File: config.mk
export PLATFORM = sky130hd
export DESIGN_NAME = clog_sq_cell
export DESIGN_NICKNAME = d
export VERILOG_FILES = /design/src/rtl/core/clog_pkg.sv /design/src/rtl/core/clog_sq_cell.sv
export SDC_FILE = /design/constraint.sdc
export NUM_CORES = 2
export LEC_CHECK = 0
export BUFFER_PORTS_ARGS = -buffer_cell sky130_fd_sc_hd__buf_4
export CORE_MARGIN = 2
export CORE_UTILIZATION = 25
export DETAILED_ROUTE_END_ITERATION = 10
export PLACE_DENSITY_LB_ADDON = 0.05
export SETUP_SLACK_MARGIN = 0.5
export SYNTH_ARGS = -nofsm -noshare
export SYNTH_HDL_FRONTEND = slang
export SYNTH_SLANG_ARGS = --single-unit
File: constraint.sdc
create_clock -name clk -period 8.9 [get_ports clk]
set_input_delay 0.89 -clock clk [delete_from_list [all_inputs] [get_ports clk]]
set_output_delay 0.89 -clock clk [all_outputs]
set_load 0.05 [all_outputs]
File: src/rtl/core/clog_pkg.sv
// shared types and constants for the complex natural log core
// no dependencies; imported by the cells and the top level
package clog_pkg;

    localparam int LOG_STEPS  = 16;
    localparam int LOG_LAT    = 21;
    localparam int ATAN_LEN   = 24;
    localparam int XY_W       = 32;
    localparam int Z_W        = 30;

    localparam logic [31:0] LN2_HALF_Q32 = 32'd1488522236;
    localparam logic [26:0] HALF_PI_Q26  = 27'd105414357;
    localparam logic [15:0] PI_Q13       = 16'd25736;
    localparam logic [15:0] LOG_ZERO     = 16'h8000;

    localparam logic [25:0] ATAN_TAB [ATAN_LEN] = '{
        26'd52707179, 26'd31114864, 26'd16440240, 26'd8345322,
        26'd4188855,  26'd2096470,  26'd1048491,  26'd524277,
        26'd262143,   26'd131072,   26'd65536,    26'd32768,
        26'd16384,    26'd8192,     26'd4096,     26'd2048,
        26'd1024,     26'd512,      26'd256,      26'd128,
        26'd64,       26'd32,       26'd16,       26'd8
    };

    typedef struct packed {
        logic [XY_W-1:0] x;
        logic [XY_W-1:0] y;
        logic [Z_W-1:0]  z;
    } cr_t;

    typedef struct packed {
        logic [31:0]          m;
        logic [LOG_STEPS-1:0] frac;
        logic [4:0]           p;
    } lg_t;

endpackage

File: src/rtl/core/clog_sq_cell.sv
// one log2 fraction cell: squares the mantissa and yields one fraction bit
// depends on clog_pkg
module clog_sq_cell
    import clog_pkg::*;
(
    input  logic clk,
    input  logic en,
    input  lg_t  din,
    output lg_t  dout
);

    logic [63:0] sq;
    logic [32:0] t;
    lg_t         cell_next;
    lg_t         cell_reg;

    always_comb
    begin
        sq = 64'(din.m) * 64'(din.m);
        t  = sq[63:31];
        cell_next.p = din.p;
        if (t[32])
        begin
            cell_next.m    = t[32:1];
            cell_next.frac = {din.frac[LOG_STEPS-2:0], 1'b1};
        end
        else
        begin
            cell_next.m    = t[31:0];
            cell_next.frac = {din.frac[LOG_STEPS-2:0], 1'b0};
        end
    end

    always_ff @(posedge clk)
    begin
        if (en)
        begin
            cell_reg <= cell_next;
        end
    end

    assign dout = cell_reg;

endmodule

=== Word level (Yosys, flattened, before mapping) ===
Cells that the tools add are included.

* Multiply operators: 1
* Multiplexer cells: 1

{| class="wikitable"
|+ Operator list
! operator !! number
|-
| 32-bit by 32-bit multiplier with 64-bit output || 1
|-
| 47-bit two-way mux || 1
|}

* Input port bits: 55
* Flip-flop bits (word level): 53
* Output and inout port bits: 53
* Logic and storage cells: 6

=== Depth between registers and ports, before layout ===
* Word-level depth: 2
* Mapped depth: 31
* Depth with buffers taken out: 27

=== Least setup slack after synthesis ===
No wires, ideal clock.

* Path type: input port to flip-flop
* Start point: input din[47] in the netlist's numbering
* End point: register cell_reg (netlist bit dout[29]), data pin
* Library setup time: 0.262 ns
* Cell stages on the path: 29
* Data required time: 8.638 ns
* Buffers on the path: 4
* Setup slack: 0.632 ns
* Arrival: 8.006 ns
* Cell sequence: clkbuf_1 clkbuf_1 nand2_1 fa_1 inv_1 fa_1 fa_1 inv_1 fa_1 inv_1 fa_1 fa_1 fa_1 inv_1 fa_1 inv_1 ha_1 buf_2 nand2_1 o21ai_0 a211oi_1 o221a_2 o21a_1 o21ai_2 a31oi_4 o21ai_4 xnor2_4 buf_6 mux2_1

{| class="wikitable"
|+ RTL lines
! element !! line !! source
|-
| from (decl) || clog_sq_cell.sv:8 || <nowiki>input lg_t din,</nowiki>
|-
| to (signal assigned) || clog_sq_cell.sv:38 || <nowiki>cell_reg <= cell_next;</nowiki>
|-
| to (decl) || clog_sq_cell.sv:15 || <nowiki>lg_t cell_reg;</nowiki>
|}

==> results_dict.tcl <==
set metrics [dict create \
    outcome "finished with violations" \
    violations "design-rule violations" \
    num_vias 21440 \
    clk_path_buf_depth 2 \
    grt_pass1_vias 25820 \
    fp.dieH_um 357.2 \
    fin_crit_ps 8191 \
    clk_pin_slew_ps 70 \
    core_um2 123800 \
    finalMaxSlewViolations 0 \
    cts_buffers 5 \
    yosys.area.top_type_share_pct 50.77 \
    tightest_slew_ps 772.9 \
    vias_per_cell 4.201 \
    antenna_left 0 \
    ys_seq_elements 53 \
    post-synth-top-area-cell "fa_1" \
    drive_above_1_share_pct 12.82 \
    grt_overflow 0 \
    async_flop_share_pct 0 \
    grt_antenna_before_repair 6 \
    endpoint_kind "flip-flop" \
    portBuffers 106 \
    hpwl_um 88970 \
    grt.total_usage_pct 16.78 \
    gp_congestion 0.7937 \
    rsz0062_at_grt "true" \
    hold_path.class "in2reg" \
    min_period_over_period_pct 92.03 \
    maxSlewHeadroom_pct 48.00 \
    synthFlopType "edfxtp_1" \
    yosys.cell_types.count 59 \
    fin_nets 4608 \
    fin_ws_ps 709.3 \
    firstDrtPassIters 11 \
    start_kind "primary input" \
    pre_cts_slack_ps -254.5 \
    worstPathArrival_ps 8240 \
    cts.sinks 53 \
    cts_tree "done" \
    synth_seq_area_share_pct 5.103 \
    crit_type "in2reg" \
    cap_violations 0 \
    crit_path_max_fanout 7 \
    yosys_warnings 0 \
    die_x_um 357.2 \
    routedWlPerCell_um 20.25 \
    dp.cells 5064 \
    synth_area_leaders "fa_1 (51%), ha_1 (12%), inv_1 (12%)" \
    cts_root_buf "clkbuf_16" \
    routed_wl_um 103300 \
    max_freq_mhz 122.1 \
    finalNonFillerCells 5103 \
    io_pins 108 \
    cts_htree_levels 2 \
    setup_viol 0 \
    drc 2 \
    die_area_um2 127600 \
    synth_edf_count 53 \
    synthesis.area_um2 31190 \
    finalHoldViolations 0 \
    start_util_pct 25.19 \
    grt_max_degree 54 \
    synthCells 3254 \
    num_rows 129 \
    drtIter0Drc 865 \
    grt_pass1_wl_um 160100 \
    required_ps 8950 \
    syn_nets 4400 \
    syn_avg_cell_area_um2 9.585 \
    largest_reg_flops 53 \
    syn2layout_area_growth_pct 16.51 \
]
-- timing repair --
action | CTS | global route
hold buffers | 0 | 0
setup endpoints to repair | 31 | 32
pin swaps | 4 | 23
buffers inserted | 2 | 20
cloned | 0 | 6
gates resized for setup | 47 | 129
-- through the flow --
step | setup TNS, ps | utilization, % | instance area, um^2 | hold WS, ps
6_report | 0 | 29.35 | 36340 | 765.7
5_1_grt | 0 | 29.35 | 36330 | 742.2
4_1_cts | 0 | 28.67 | 35500 | 747.1
3_3_place_gp | -1893 | 28.39 | 35150 | 1069
2_1_floorplan | 0 | - | 31190 | 988.9
3_5_place_dp | -1296 | 28.39 | 35150 | 1069
-- cell usage in the layout (no fill, tap or decap), drive strengths merged, types with 3 or more instances in the layout --
cell      instances
clkinvlp          3
a21o             30
o21ai            43
clkbuf           11
or2               8
nand4            21
and2            227
fa              791
ha              300
a41oi             3
buf             314
edfxtp           53
a31oi            10
o21bai           19
nor2b             8
mux2             23
nor4              7
a21oi            76
nor2             63
and4              3
xnor2            45
o21a              5
diode             3
o211ai            4
nand2b            3
or3               3
nand3            10
nand2           295
xor2             39
a31o             11
and3              5
o31ai             5
inv             980
mux2i            11
nor3              9
a211oi            4
-- layout make-up --
cell class | count | area, um^2
Antenna cell | 3 | 7.507
Clock buffer | 5 | 125.1
Clock inverter | 3 | 17.52
Fill cell | 13150 | 87460
Inverter | 982 | 3694
Multi-Input combinational cell | 2100 | 25890
Sequential cell | 53 | 1592
Tap cell | 1637 | 2048
Timing Repair Buffer | 320 | 2962
-- worst max-delay path: stages --
cell and delay, ps:
buf_12 130, buf_16 160, buf_4 210, nand2_1 130, fa_1 560, inv_1 60, fa_1 500, inv_1 50
fa_1 480, fa_1 510, inv_1 50, fa_1 550, fa_1 420, fa_1 520, ha_1 380, ha_1 330
nand4_1 120, or3_1 440, or3_4 400, o21ai_4 230, a31oi_4 130, o21ai_4 200, xnor2_4 150, buf_12 150
clkbuf_16 140, mux2_1 310
-- routing by layer --
metal	global-route usage, %	share of wire [%]	wire [um]	vias to the layer above
li1	-	-	-	9918
met3	0.9031	2.0	2024	55
met2	31.31	53	54440	250
met1	21.87	44	45440	11210
met5	0	0	0	-
met4	1.975	1.4	1411	0
-- synthesized netlist by cell type (all sizes together) (7+ instances only) --
library cell / number
nand3: 10
o21ai: 43
and2: 227
a31o: 11
a21o: 30
fa: 791
nor2b: 8
nor3: 9
buf: 7
mux2i: 11
xnor2: 45
or2: 8
inv: 981
nand4: 21
edfxtp: 53
clkbuf: 112
o21bai: 19
nand2: 295
nor2: 63
a31oi: 10
ha: 300
mux2: 23
xor2: 39
a21oi: 76
nor4: 7
-- path summary, 6_finish.rpt --
path | slack, ps | depth (start not counted) | endpoint | startpoint
setup / recovery | 710 | 26 | dout[32] | din[36]
hold / removal | 770 | 1 | dout[18] | din[17]
-- cells by family after synthesis --
kind of cell	after synthesis	share of synthesized area, %
fa+ha+maj	1091	62.81
buf+inv	1101	13.33
mux	34	1.183
compound gates	228	4.734
simple gates	663	10.43
flops	53	5.103
xor+xnor	84	2.419
Power is left out: the tool's default activity adds up to more than one toggle a clock period on the data nets, which glitch-free logic cannot reach.
