[config.mk]
export PLATFORM = sky130hd
export DESIGN_NAME = clog_cordic_cell
export DESIGN_NICKNAME = d
export VERILOG_FILES = /design/src/rtl/core/clog_pkg.sv /design/src/rtl/core/clog_cordic_cell.sv
export SDC_FILE = /design/constraint.sdc
export NUM_CORES = 1
export LEC_CHECK = 0
export ABC_CLOCK_PERIOD_IN_PS = 3600
export BUFFER_PORTS_ARGS = -buffer_cell sky130_fd_sc_hd__buf_2
export CORE_ASPECT_RATIO = 0.7
export CORE_MARGIN = 5
export CORE_UTILIZATION = 25
export DETAILED_ROUTE_END_ITERATION = 10
export GPL_TIMING_DRIVEN = 1
export HOLD_SLACK_MARGIN = 0.03
export REMOVE_ABC_BUFFERS = 1
export SLEW_MARGIN = 20
export SYNTH_ARGS = -nofsm -noshare
export SYNTH_HDL_FRONTEND = slang
export SYNTH_SLANG_ARGS = --single-unit
[constraint.sdc]
create_clock -name clk -period 3.6 [get_ports clk]
set_clock_uncertainty 0.15 [all_clocks]
set_input_delay 0.72 -clock clk [delete_from_list [all_inputs] [get_ports clk]]
set_output_delay 0.72 -clock clk [all_outputs]
set_load 0.005 [all_outputs]
[src/rtl/core/clog_pkg.sv]
// shared types and constants for the complex natural log core
// no dependencies; imported by the cells and the top level
package clog_pkg;

    localparam int LOG_STEPS  = 16;
    localparam int LOG_LAT    = 21;
    localparam int ATAN_LEN   = 24;
    localparam int XY_W       = 32;
    localparam int Z_W        = 30;

    localparam logic [31:0] LN2_HALF_Q32 = 32'd1488522236;
    localparam logic [26:0] HALF_PI_Q26  = 27'd105414357;
    localparam logic [15:0] PI_Q13       = 16'd25736;
    localparam logic [15:0] LOG_ZERO     = 16'h8000;

    localparam logic [25:0] ATAN_TAB [ATAN_LEN] = '{
        26'd52707179, 26'd31114864, 26'd16440240, 26'd8345322,
        26'd4188855,  26'd2096470,  26'd1048491,  26'd524277,
        26'd262143,   26'd131072,   26'd65536,    26'd32768,
        26'd16384,    26'd8192,     26'd4096,     26'd2048,
        26'd1024,     26'd512,      26'd256,      26'd128,
        26'd64,       26'd32,       26'd16,       26'd8
    };

    typedef struct packed {
        logic [XY_W-1:0] x;
        logic [XY_W-1:0] y;
        logic [Z_W-1:0]  z;
    } cr_t;

    typedef struct packed {
        logic [31:0]          m;
        logic [LOG_STEPS-1:0] frac;
        logic [4:0]           p;
    } lg_t;

endpackage

[src/rtl/core/clog_cordic_cell.sv]
// one cordic vectoring cell with a fixed shift and angle step
// depends on clog_pkg
module clog_cordic_cell
    import clog_pkg::*;
#(
    parameter int STAGE = 0
)
(
    input  logic clk,
    input  logic en,
    input  cr_t  din,
    output cr_t  dout
);

    logic signed [XY_W-1:0] x_s;
    logic signed [XY_W-1:0] y_s;
    logic signed [Z_W-1:0]  z_s;
    logic signed [XY_W-1:0] x_sh;
    logic signed [XY_W-1:0] y_sh;
    logic signed [Z_W-1:0]  ang;
    cr_t                    cell_next;
    cr_t                    cell_reg;

    always_comb
    begin
        x_s  = $signed(din.x);
        y_s  = $signed(din.y);
        z_s  = $signed(din.z);
        x_sh = x_s >>> STAGE;
        y_sh = y_s >>> STAGE;
        ang  = $signed({{(Z_W-26){1'b0}}, ATAN_TAB[STAGE]});
        if (!din.y[XY_W-1])
        begin
            cell_next.x = x_s + y_sh;
            cell_next.y = y_s - x_sh;
            cell_next.z = z_s + ang;
        end
        else
        begin
            cell_next.x = x_s - y_sh;
            cell_next.y = y_s + x_sh;
            cell_next.z = z_s - ang;
        end
    end

    always_ff @(posedge clk)
    begin
        if (en)
        begin
            cell_reg <= cell_next;
        end
    end

    assign dout = cell_reg;

endmodule

# Word-level counts from Yosys, hierarchy flattened
# Cells that the tools add are included.
# Widths: inputs -> output; s select.
[word_totals]
output_inout_bits = 94
regBits = 94
word_cells = 9
input_bits = 96
[classes]
n_addsub = 5
mux = 1
[ops]
columns = ["operator", "count"]
rows = [
  ["$mux 94", 1],
  ["$sub 32x32->32", 2],
  ["$add 32x32->32", 1],
  ["$add 30x27->30 const B", 1],
  ["$sub 30x27->30 const B", 1],
]

# Logic depth before layout (Yosys ltp)
[logic_depth]
depth_word = 2
depth_mapped = 13
depth_no_buf = 12

# Least setup slack after synthesis
# No wires, ideal clock.
[synth_path]
kind = "input to register"
from = "in din[61] in the netlist's numbering"
to = "reg cell_reg (netlist bit dout[19]) (data pin)"
setup_time_ns = 0.258
stages = 12
path_buffers = 2
t_required_ns = 3.192
slack_ns = -0.358
t_arrival_ns = 3.550
path_cell_list = "clkbuf_1 clkinv_1 clkbuf_1 ha_1 a211oi_1 nor4_1 nor3_1 o21ai_1 a221o_1 a211o_1 a21oi_1 xnor2_1"
[synth_lines]
columns = ["item", "line_no", "text"]
rows = [
  ["start: declaration", "clog_cordic_cell.sv:11", "input cr_t din,"],
  ["end signal: assignment", "clog_cordic_cell.sv:50", "cell_reg <= cell_next;"],
  ["end: declaration", "clog_cordic_cell.sv:22", "cr_t cell_reg;"],
]

==> run summary <==
The CTS H-tree depth came out at 3. The core region is 0.03821 mm^2. After synthesis the netlist holds a flip-flop and latch count of 93.

The initialized floorplan defines 60 standard-cell rows. The number of DRC violations after detailed routing is 0. The post-synthesis cell area is 0.009622 mm^2. The sequential share of power came out at 33.8%. On the final layout, the worst hold slack is 0.5426 ns. Counting the buffers created by CTS gives 9. The transition time of the tightest slew-check pin is 0.6945 ns. Before antenna repair, the detailed router went through 5 iterations. Setup repair after global routing could not meet its margin everywhere. The number of buffer cells added on primary ports is 189. Dividing the detail-routed via count by the number of cells gives 4.873. The final antenna-violating net count is 0. The first global-routing pass estimated 52.83 mm of wire.

The boundary pin count is 190. The global-route total usage across every layer is 15.39%. The horizontal extent of the die is 244.5 um. The required time of the critical path is 3.56 ns. The number of antenna violations at the first check in global routing is 6. Counting every instance in the synthesized netlist gives 1116.

The count of pins over their slew limit came out at 0. The final route contains 9556 vias. Once placement finished, the instance area stood at 0.01239 mm^2. The synthesized area divided by synthesized cell count is 8.622 um^2. The multi-input gate area in the final layout is 0.006350 mm^2. After clock tree synthesis, the clock-pin slew on the worst setup and hold paths is 0.08 ns.

The hold buffer count at CTS is 0. For this design the total switching power over the nets is 1.603 mW. The worst-case IR drop observed on VDD is 179.3 uV. The total number of nets in the final design came out at 1688. The HPWL reported at the end of detailed placement came out at 28.87 mm. The final hold violation count came out at 0. The area of the die is 0.04257 mm^2. The internal portion of total power came out at 2.790 mW. The worst stage delay on the critical path came out at 0.44 ns.

The predominant post-synthesis flop cell is sky130_fd_sc_hd__edfxtp_1. For the worst setup path, the data arrival time is 3.50 ns. The smallest clock period supported by the final layout is computed as 3.533 ns.

The number of setup violations in the final report came out at 0. The maximum fanout encountered on the critical timing path is 2. Dividing the final minimum period by the clock period gives 98.14%. The critical path endpoint category is a flop. The library cell used most frequently in the layout, excluding fill and tap cells, is sky130_fd_sc_hd__buf_2.

The sequential area share after synthesis came out at 29.02%. The critical path goes through buf_2 > inv_1 > ha_2 > fa_2 > and4b_1 > a2111oi_1 > buf_4 > o311ai_4 > a31oi_4 > o41a_1 > or4_4 > a21oi_2 > o22ai_1 > xnor2_1. From bottom edge to top edge, the die measures 174.1 um. For this run, the top clock speed supported by timing is 0.2831 GHz. The number of maximum-capacitance violations came out at 0. The fraction of layout instances using a drive strength above 1 came out at 28.25%. The post-placement worst setup slack is -0.6467 ns.

The CTS tree is done. The number of global-route vias before repair came out at 9218. The highest-delay cell along the critical path is sky130_fd_sc_hd__or4_4.

The clock root buffer is sky130_fd_sc_hd__clkbuf_16. The worst slew margin relative to its limit is 53.70%. The number of enable-type register cells in the synthesized netlist came out at 93. Leaving out fill and tap cells, the most frequent cells in the layout are 188 x sky130_fd_sc_hd__buf_2, 182 x sky130_fd_sc_hd__buf_4, 130 x sky130_fd_sc_hd__a21oi_1, 130 x sky130_fd_sc_hd__ha_1, 101 x sky130_fd_sc_hd__inv_1. The number of distinct library cells after synthesis came out at 70. The relative contribution of the clock network to total power is 22.6%. The combinational share of power came out at 43.7%. The post-synthesis async set-or-reset flop share is 0%. Of the total power, the share spent switching nets is 36.49%. The tightest min-delay check is of the in -> reg type.

The total wirelength of the detailed-routed design came out at 34.06 mm. After filler insertion, the fill cell instance count of the layout stands at 4001. The worst-case clock buffer depth came out at 2. For this run the aggregate overflow at the end of global routing stands at 0. The average wire per standard cell came out at 17.37 um. Counting every sink on the clock net gives 93. The area occupied by registers came out at 0.002793 mm^2.

The largest net degree at the start of global routing came out at 51. The register with the most flip-flops in the layout has 93 of them. The final instance area is 0.01283 mm^2. The leakage power figure is 5.935 nW. The worst setup path is launched from an input port. The critical path is of the in -> reg type. The power density over the cells is 342.3 mW/mm^2. The run finished with clean final reports. The effective utilization at floorplan came out at 25.18%. The weighted congestion at the end of routability-driven global placement is 0.9830. The first-iteration detailed-routing DRC count is 788. The worst-case setup margin in the final layout came out at 0.06706 ns. The area growth from synthesis to final layout came out at 33.38%. The number of warnings issued by yosys is 0.
worst max-delay path, delay by kind of cell:
kind	cells	cell delay, ns
buffers and inverters	3	0.30
and+or+nand+nor	2	0.73
AOI/OAI and AO/OA	6	1.06
adders and majority gates	2	0.52
xor gates and xnor gates	1	0.16
path summary, 6_finish.rpt:
kind | start | to | cells past startpoint
setup / recovery | din[62] | dout[90]$_DFFE_PP_ | 14
hold / removal | din[93] | dout[93]$_DFFE_PP_ | 2
power groups by stage:
stage                     registers (mW)  logic, mW  clock network [mW]
after floorplan                     1.53      0.931                   0
after global placement              1.51       1.87                   0
after detailed placement            1.51       1.88                   0
after CTS                           1.49       1.90                1.04
after global routing                1.50       2.10                1.06
final                               1.48       1.92               0.991
through the flow:
| step | util (%) | instances | power, mW | TNS, ns |
|---|---|---|---|---|
| 2_1_floorplan | - | 1074 | 2.464 | -5.236 |
| 3_3_place_gp | 32.44 | 1938 | 3.377 | -4.186 |
| 3_5_place_dp | 32.44 | 1938 | 3.393 | -5.161 |
| 4_1_cts | 33.39 | 1956 | 4.421 | 0 |
| 5_1_grt | 33.59 | 1961 | 4.667 | -0.1405 |
| 6_report | 33.59 | 1961 | 4.394 | 0 |
layout make-up:
class / instances / share of cell area (%)
inverters: 107 / 3.130
multi-input cells: 874 / 49.48
well taps: 496 / 4.836
repair buffers: 372 / 18.29
flip-flops and latches: 93 / 21.76
clock inverters: 7 / 0.6922
diodes: 3 / 0.05850
clock buffers: 9 / 1.755
routing by layer:
layer / share of wire, % / track usage [%]
met5: 0.11 / 0
met4: 1.2 / 2.734
met3: 7.6 / 3.182
met2: 44 / 23.80
met1: 48 / 22.48
Yosys cell counts (7+ instances only):
cell type                  number  area share [%]
sky130_fd_sc_hd__nor4_1         8            0.52
sky130_fd_sc_hd__edfxtp_1      93              29
sky130_fd_sc_hd__xor2_1        22             2.0
sky130_fd_sc_hd__a31oi_1       10            0.65
sky130_fd_sc_hd__clkbuf_1      33             1.3
sky130_fd_sc_hd__nor2_1        92             3.6
sky130_fd_sc_hd__a211oi_1      15             1.2
sky130_fd_sc_hd__or3_1         10            0.65
sky130_fd_sc_hd__o21bai_1      30             2.3
sky130_fd_sc_hd__o21ai_0       66             3.4
sky130_fd_sc_hd__o21a_1         8            0.62
sky130_fd_sc_hd__inv_1        101             3.9
sky130_fd_sc_hd__a21o_1        33             2.6
sky130_fd_sc_hd__o221ai_1       7            0.64
sky130_fd_sc_hd__nor2b_1       17             1.1
sky130_fd_sc_hd__nand3_1       13            0.68
sky130_fd_sc_hd__nand4_1        9            0.59
sky130_fd_sc_hd__a21oi_1      131             6.8
sky130_fd_sc_hd__nand2b_1      14            0.91
sky130_fd_sc_hd__o21ai_1        9            0.47
sky130_fd_sc_hd__xnor2_1       63             5.7
sky130_fd_sc_hd__o211ai_1       8            0.62
sky130_fd_sc_hd__nand2_1       52             2.0
sky130_fd_sc_hd__o31ai_1       13             1.0
sky130_fd_sc_hd__ha_1         131              17
sky130_fd_sc_hd__mux2i_1       14             1.5
sky130_fd_sc_hd__nor3_1        18            0.94
kinds of logic after synthesis:
kind of cell	Yosys count	share of synthesized area, %
buffers and inverters	149	5.891
AO/OA/AOI/OAI	382	25.20
multiplexers	14	1.456
XOR/XNOR	85	7.737
adder cells (fa/ha/maj)	135	17.87
AND/OR/NAND/NOR	258	12.82
flip-flops	93	29.02
timing repair:
action | in CTS | in global routing
cloned | 0 | 0
pin swaps | 3 | 7
endpoints found under the setup margin | 3 | 13
setup buffers | 2 | 2
hold endpoints to repair | 0 | 0
gates resized for setup | 7 | 10
Power figures use the tool's default switching activity.
